### src/rtl/haversine_great_circle_distance_assert.svh
// assertion macros for the distance pipeline, clocked on clk, quiet in reset
`ifndef HAVERSINE_GREAT_CIRCLE_DISTANCE_ASSERT_SVH
`define HAVERSINE_GREAT_CIRCLE_DISTANCE_ASSERT_SVH

// same-cycle implication
`define HGCD_ASSERT_IMP(lbl, ante, cons, msg) \
  lbl: assert property (@(posedge clk) disable iff (!rst_n) (ante) |-> (cons)) \
    else $error(msg);

// next-cycle implication
`define HGCD_ASSERT_NXT(lbl, ante, cons, msg) \
  lbl: assert property (@(posedge clk) disable iff (!rst_n) (ante) |=> (cons)) \
    else $error(msg);

`endif

### src/rtl/hgcd_pkg.sv
package hgcd_pkg;

  localparam int CORDIC_STAGES = 24;
  localparam int NC = (CORDIC_STAGES > 32) ? 32 : CORDIC_STAGES;
  localparam int CW = 34;
  localparam int SQ_STAGES = 31;
  localparam int SQ_W = 2 * SQ_STAGES;
  localparam int NL = 4;
  localparam int NPIPE = 5 + NC + 4 + SQ_STAGES + NC + 4;
  localparam int V_QM = 3;
  localparam int V_COS = 5 + NC;

  // lanes of the angle conversion
  localparam int LN_DLAT = 0;
  localparam int LN_DLON = 1;
  localparam int LN_LATA = 2;
  localparam int LN_LATB = 3;

  // cordic modes
  localparam logic MODE_ROT = 1'b0;
  localparam logic MODE_VEC = 1'b1;

  localparam logic [31:0] DEG7_U = 32'd3600000000;
  localparam logic signed [34:0] DEG7_S = 35'sd3600000000;
  localparam logic signed [34:0] DEG7_S2 = 35'sd7200000000;
  localparam logic [32:0] TURN_RECIP = 33'd5124095576;
  localparam logic signed [CW-1:0] CORDIC_K = 34'sd652032874;
  localparam logic signed [CW-1:0] QUARTER_S = 34'sd1073741824;
  localparam logic signed [CW-1:0] HALF_S = 34'sd2147483648;
  localparam logic [31:0] PI_Q30 = 32'd3373259426;
  localparam logic [30:0] Q30_ONE = 31'h4000_0000;
  localparam logic [24:0] DIST_MAX = 25'h1FF_FFFF;
  localparam logic [22:0] RADIUS_RESET = 23'd6371000;

  typedef struct packed {
    logic signed [CW-1:0] x;
    logic signed [CW-1:0] y;
    logic signed [CW-1:0] z;
  } cvec_t;

  // atan(2^-i) in 2^32 turn units
  function automatic logic [31:0] atan_turn(input logic [4:0] idx);
    logic [31:0] a;
    case (idx)
      5'd0: a = 32'd536870912;
      5'd1: a = 32'd316933406;
      5'd2: a = 32'd167458907;
      5'd3: a = 32'd85004756;
      5'd4: a = 32'd42667331;
      5'd5: a = 32'd21354465;
      5'd6: a = 32'd10679838;
      5'd7: a = 32'd5340245;
      5'd8: a = 32'd2670163;
      5'd9: a = 32'd1335087;
      5'd10: a = 32'd667544;
      5'd11: a = 32'd333772;
      5'd12: a = 32'd166886;
      5'd13: a = 32'd83443;
      5'd14: a = 32'd41722;
      5'd15: a = 32'd20861;
      5'd16: a = 32'd10430;
      5'd17: a = 32'd5215;
      5'd18: a = 32'd2608;
      5'd19: a = 32'd1304;
      5'd20: a = 32'd652;
      5'd21: a = 32'd326;
      5'd22: a = 32'd163;
      5'd23: a = 32'd81;
      5'd24: a = 32'd41;
      5'd25: a = 32'd20;
      5'd26: a = 32'd10;
      5'd27: a = 32'd5;
      5'd28: a = 32'd3;
      5'd29: a = 32'd1;
      5'd30: a = 32'd1;
      default: a = 32'd0;
    endcase
    return a;
  endfunction

endpackage

### src/rtl/hgcd_sqrt.sv
module hgcd_sqrt (
  input  logic                           clk,
  input  logic                           en,
  input  logic [hgcd_pkg::SQ_W-2:0]      v_in,
  output logic [hgcd_pkg::SQ_STAGES-1:0] root
);

  logic [hgcd_pkg::SQ_W-1:0] rem_r [hgcd_pkg::SQ_STAGES];
  logic [hgcd_pkg::SQ_W-1:0] res_r [hgcd_pkg::SQ_STAGES];

  for (genvar k = 0; k < hgcd_pkg::SQ_STAGES; k++) begin : g_stage
    localparam logic [hgcd_pkg::SQ_W-1:0] BIT =
      hgcd_pkg::SQ_W'(1) << (2 * (hgcd_pkg::SQ_STAGES - 1 - k));
    logic [hgcd_pkg::SQ_W-1:0] rem_in, res_in, trial;
    logic [hgcd_pkg::SQ_W-1:0] rem_nxt, res_nxt;

    if (k == 0) begin : g_first
      assign rem_in = {1'b0, v_in};
      assign res_in = '0;
    end else begin : g_rest
      assign rem_in = rem_r[k-1];
      assign res_in = res_r[k-1];
    end

    always_comb begin
      trial = res_in + BIT;
      if (rem_in >= trial) begin
        rem_nxt = rem_in - trial;
        res_nxt = (res_in >> 1) + BIT;
      end else begin
        rem_nxt = rem_in;
        res_nxt = res_in >> 1;
      end
    end

    always_ff @(posedge clk) begin
      if (en) begin
        rem_r[k] <= rem_nxt;
        res_r[k] <= res_nxt;
      end
    end
  end

  assign root = res_r[hgcd_pkg::SQ_STAGES-1][hgcd_pkg::SQ_STAGES-1:0];

endmodule

### config.mk
export PLATFORM = sky130hd
export DESIGN_NAME = hgcd_sqrt
export DESIGN_NICKNAME = d
export VERILOG_FILES = /design/src/rtl/haversine_great_circle_distance_assert.svh /design/src/rtl/hgcd_pkg.sv /design/src/rtl/hgcd_sqrt.sv
export SDC_FILE = /design/constraint.sdc
export NUM_CORES = 2
export LEC_CHECK = 0
export BUFFER_PORTS_ARGS = -buffer_cell sky130_fd_sc_hd__buf_2
export CORE_MARGIN = 3
export CORE_UTILIZATION = 55
export CTS_CLUSTER_SIZE = 40
export DETAILED_ROUTE_END_ITERATION = 7
export HOLD_SLACK_MARGIN = 0.12
export PLACE_DENSITY = 0.71
export SYNTH_ARGS = -nofsm -noshare
export SYNTH_HDL_FRONTEND = slang
export SYNTH_SLANG_ARGS = --single-unit
### constraint.sdc
create_clock -name clk -period 3.9 [get_ports clk]
set_input_delay 0 -clock clk [delete_from_list [all_inputs] [get_ports clk]]
set_output_delay 0 -clock clk [all_outputs]
set_load 0.01 [all_outputs]
==> flow_summary_export.csv <==
group,metric,value,unit
die,die-area,211000,sq um
power,clkPwrFrac,31.5,%
sta,skew,0.0952,ns
detailed_routing,drt-vias-per-instance,5.97,
power,p_leak,48.1,nW
logic_synthesis,netlist_area,113000,sq um
place,dp_hpwl,195000,um
cts,clkSlewWorstSetupHoldPaths,0.06,ns
setup_path,worstPathRequired,4.44,ns
sta,max_clock_freq,259,MHz
sta,slew_headroom,23.6,%
power,power_frac_comb,21.5,%
detailed_routing,route.vias.total,73500,
die,start_util,55.6,%
logic_synthesis,yosysSeqAreaShare,62.5,%
logic_synthesis,yosysWarningCount,0,
place,place_ws,-0.341,ns
power,seq_power_share,47.0,%
cts,clock-root-buffer,"clkbuf_16",
sta,setup_viol,0,
sta,finalCritPeriodShare,99.0,%
global_route,grt_pass1_wl,411000,um
setup_path,cp.buffers_inverters,0,
cts,cts_made_buffers,236,
worst_hold_path,hold_class,"in -> reg",
logic_synthesis,synth-async-reset-ratio,0,%
logic_synthesis,yosysMostFrequentCell,"edfxtp_1",
cts,clk_latency,0.89,ns
power,p_int,52.2,mW
logic_synthesis,synth_top_area_share,62.5,%
power,p_sw_share,29.4,%
logic_synthesis,synth_area_leader_cell,"edfxtp_1",
die,coreArea,204000,sq um
logic_synthesis,synthTopCellsByArea,"edfxtp_1 62%, ha_1 5.8%, xnor2_1 3.4%",
logic_synthesis,ys.flop_type,"edfxtp_1",
setup_path,crit_type,"reg -> reg",
cts,cts_tree,"yes",
cells_and_area,nets,10000,
die,num_io_pins,94,
place,gp_routability_congestion,0.958,
logic_synthesis,synth_seq_cells,2356,
cells_and_area,stdcell_area,127000,sq um
die,die_x,460,um
setup_path,cpPeakStageDelay,0.69,ns
power,power.switching,21.7,mW
detailed_routing,wl_per_cell,21.8,um
cells_and_area,fillers,15300,
setup_path,cp_cell_sequence,"ha_1 -> nor4b_1 -> nand4_1 -> or4_1 -> o211a_1 -> and3_1 -> a2111o_1 -> nor4_2 -> xor2_1",
cells_and_area,syn_to_final_growth,12.5,%
job,maxCapViolations,0,
detailed_routing,dr.pass1.iters,6,
setup_path,end_kind,"flop",
setup_path,arrival,4.40,ns
cts,clk_path_buf_depth,3,
cts,clock_sinks,2356,
die,floorplan.rows,165,
run_status,status,"finished, final reports clean",
detailed_routing,wl,268000,um
logic_synthesis,synth_cell_types,85,
power,vdd_drop_max,0.474,mV
place,io_buffers,93,
global_route,antenna_found_initial,18,
logic_synthesis,ys_top_cells_by_count,"2356 x edfxtp_1, 637 x inv_1, 628 x nor2_1, 623 x a21oi_1, 523 x ha_1",
power,powerDensity,580,nW/um^2
cells_and_area,drive_gt1_share,8.66,%
setup_path,crit_family,"simple AND/OR/NAND/NOR gates",
sta,fin_ws,0.0384,ns
detailed_routing,ant_nets,0,
place,detailed_place.area,118000,sq um
sta,maxSlewViolCount,0,
logic_synthesis,synth_area_per_cell,12.6,sq um
global_route,grt-ovfl-total,0,
sta,hold_viol_final,0,
detailed_routing,drt-initial-drc-count,7239,
logic_synthesis,synth-edff-count,2356,
sta,fin_crit,3.86,ns
setup_path,cp-start-kind,"flop",
global_route,grt_max_degree,168,
die,die_h,460,um
logic_synthesis,synth_cells,9019,
setup_path,crit_slowest_cell,"or4_1",
detailed_routing,drc_errors,0,
sta,worst_pin_slew,1.14,ns
global_route,grt_pass1_vias,71000,
global_route,grtUsageTotal,25.0,%
cts,htree_levels,4,
setup_path,path_max_fanout,10,
logic make-up (layout without fill, tap and decap cells):
kind of cell    count (synthesis)  after routing  share of synthesized area (%)
compound gates               1711           1711                           9.38
xor+xnor                      831            831                           6.43
fa+ha+maj                     523            523                           5.78
buf+inv                       839           1466                           2.82
flops                        2356           2356                           62.5
mux                            95             95                          0.934
other cells                     1              7                        0.00331
simple gates                 2663           2665                           12.2
cell type report:
cell class	count	area, sq um	area share, %
Timing Repair Buffer	389	3290	2.58
Clock buffer	271	6060	4.76
Clock inverter	168	1990	1.56
Tap cell	2672	3340	2.62
Inverter	638	2390	1.88
Sequential cell	2356	70700	55.5
Multi-Input combinational cell	5827	39600	31.1
Antenna cell	5	12.5	0.00982
registers in the layout, summed over array words and instances (netlist names):
signal / flops
rem_r: 1860
res_r: 496
path summary, 6_finish.rpt:
path / start / to / slack [ns] / depth (start not counted)
setup / recovery: rem_r[1][329] / rem_r[1][424] / 0.04 / 9
hold / removal: en / rem_r[0][968] / 0.22 / 2
setup reg to reg: rem_r[1][329] / rem_r[1][424] / 0.04 / 9
hold reg to reg: rem_r[1][441] / rem_r[1][503] / 0.41 / 0
power by group through the flow:
stage / clock, mW / sequential, mW / combinational [mW]
3_3_place_gp: 0 / 35.2 / 15.1
4_1_cts: 23.7 / 34.8 / 15.6
3_5_place_dp: 0 / 35.3 / 15.4
2_1_floorplan: 0 / 34.0 / 11.3
5_1_grt: 24.7 / 35.1 / 17.5
6_report: 23.3 / 34.8 / 15.9
layer usage:
layer	share of wire (%)	up-vias	routed length (um)	global-route usage [%]
li1	-	34700	-	-
met1	43	35900	114000	34.4
met2	49	2419	130000	41.9
met3	6.0	454	16100	3.15
met4	2.8	4	7450	7.03
met5	0.012	-	31	0
repair_timing:
| action | CTS | global route |
|---|---|---|
| pin swaps | 1 | 5 |
| endpoints found under the hold margin | 1652 | 0 |
| setup endpoints to repair | 42 | 56 |
| hold buffers | 123 | 0 |
| resized for setup | 6 | 29 |
| buffers inserted | 0 | 4 |
| cloned | 1 | 1 |
cells in the final DEF (no fill, tap or decap), types with 148 or more instances in the layout:
cell type | Yosys | routed
nand3_1 | 149 | 148
inv_1 | 637 | 637
o21ai_0 | 361 | 360
clkbuf_16 | 0 | 237
nand4_1 | 168 | 168
buf_4 | 0 | 151
nor3_1 | 257 | 254
xnor2_1 | 435 | 435
ha_1 | 523 | 521
a21oi_1 | 623 | 620
nor4_1 | 313 | 302
xor2_1 | 396 | 396
a21o_1 | 217 | 217
edfxtp_1 | 2356 | 2356
nor2_1 | 628 | 626
nand2_1 | 512 | 511
stage by stage:
step                      instances  TNS [ns]  hold slack, ns  util (%)  power, mW
after detailed placement      11800     -2.27           0.178      57.9       50.6
after CTS                     12300   -0.0154           0.123      62.5       74.1
after floorplan                9020         0          0.0989         -       45.3
after global placement        11800     -2.22           0.176      57.9       50.3
final                         12300         0           0.216      62.6       73.9
after global routing          12300  -0.00835           0.152      62.6       77.3
Power figures use the tool's default switching activity.
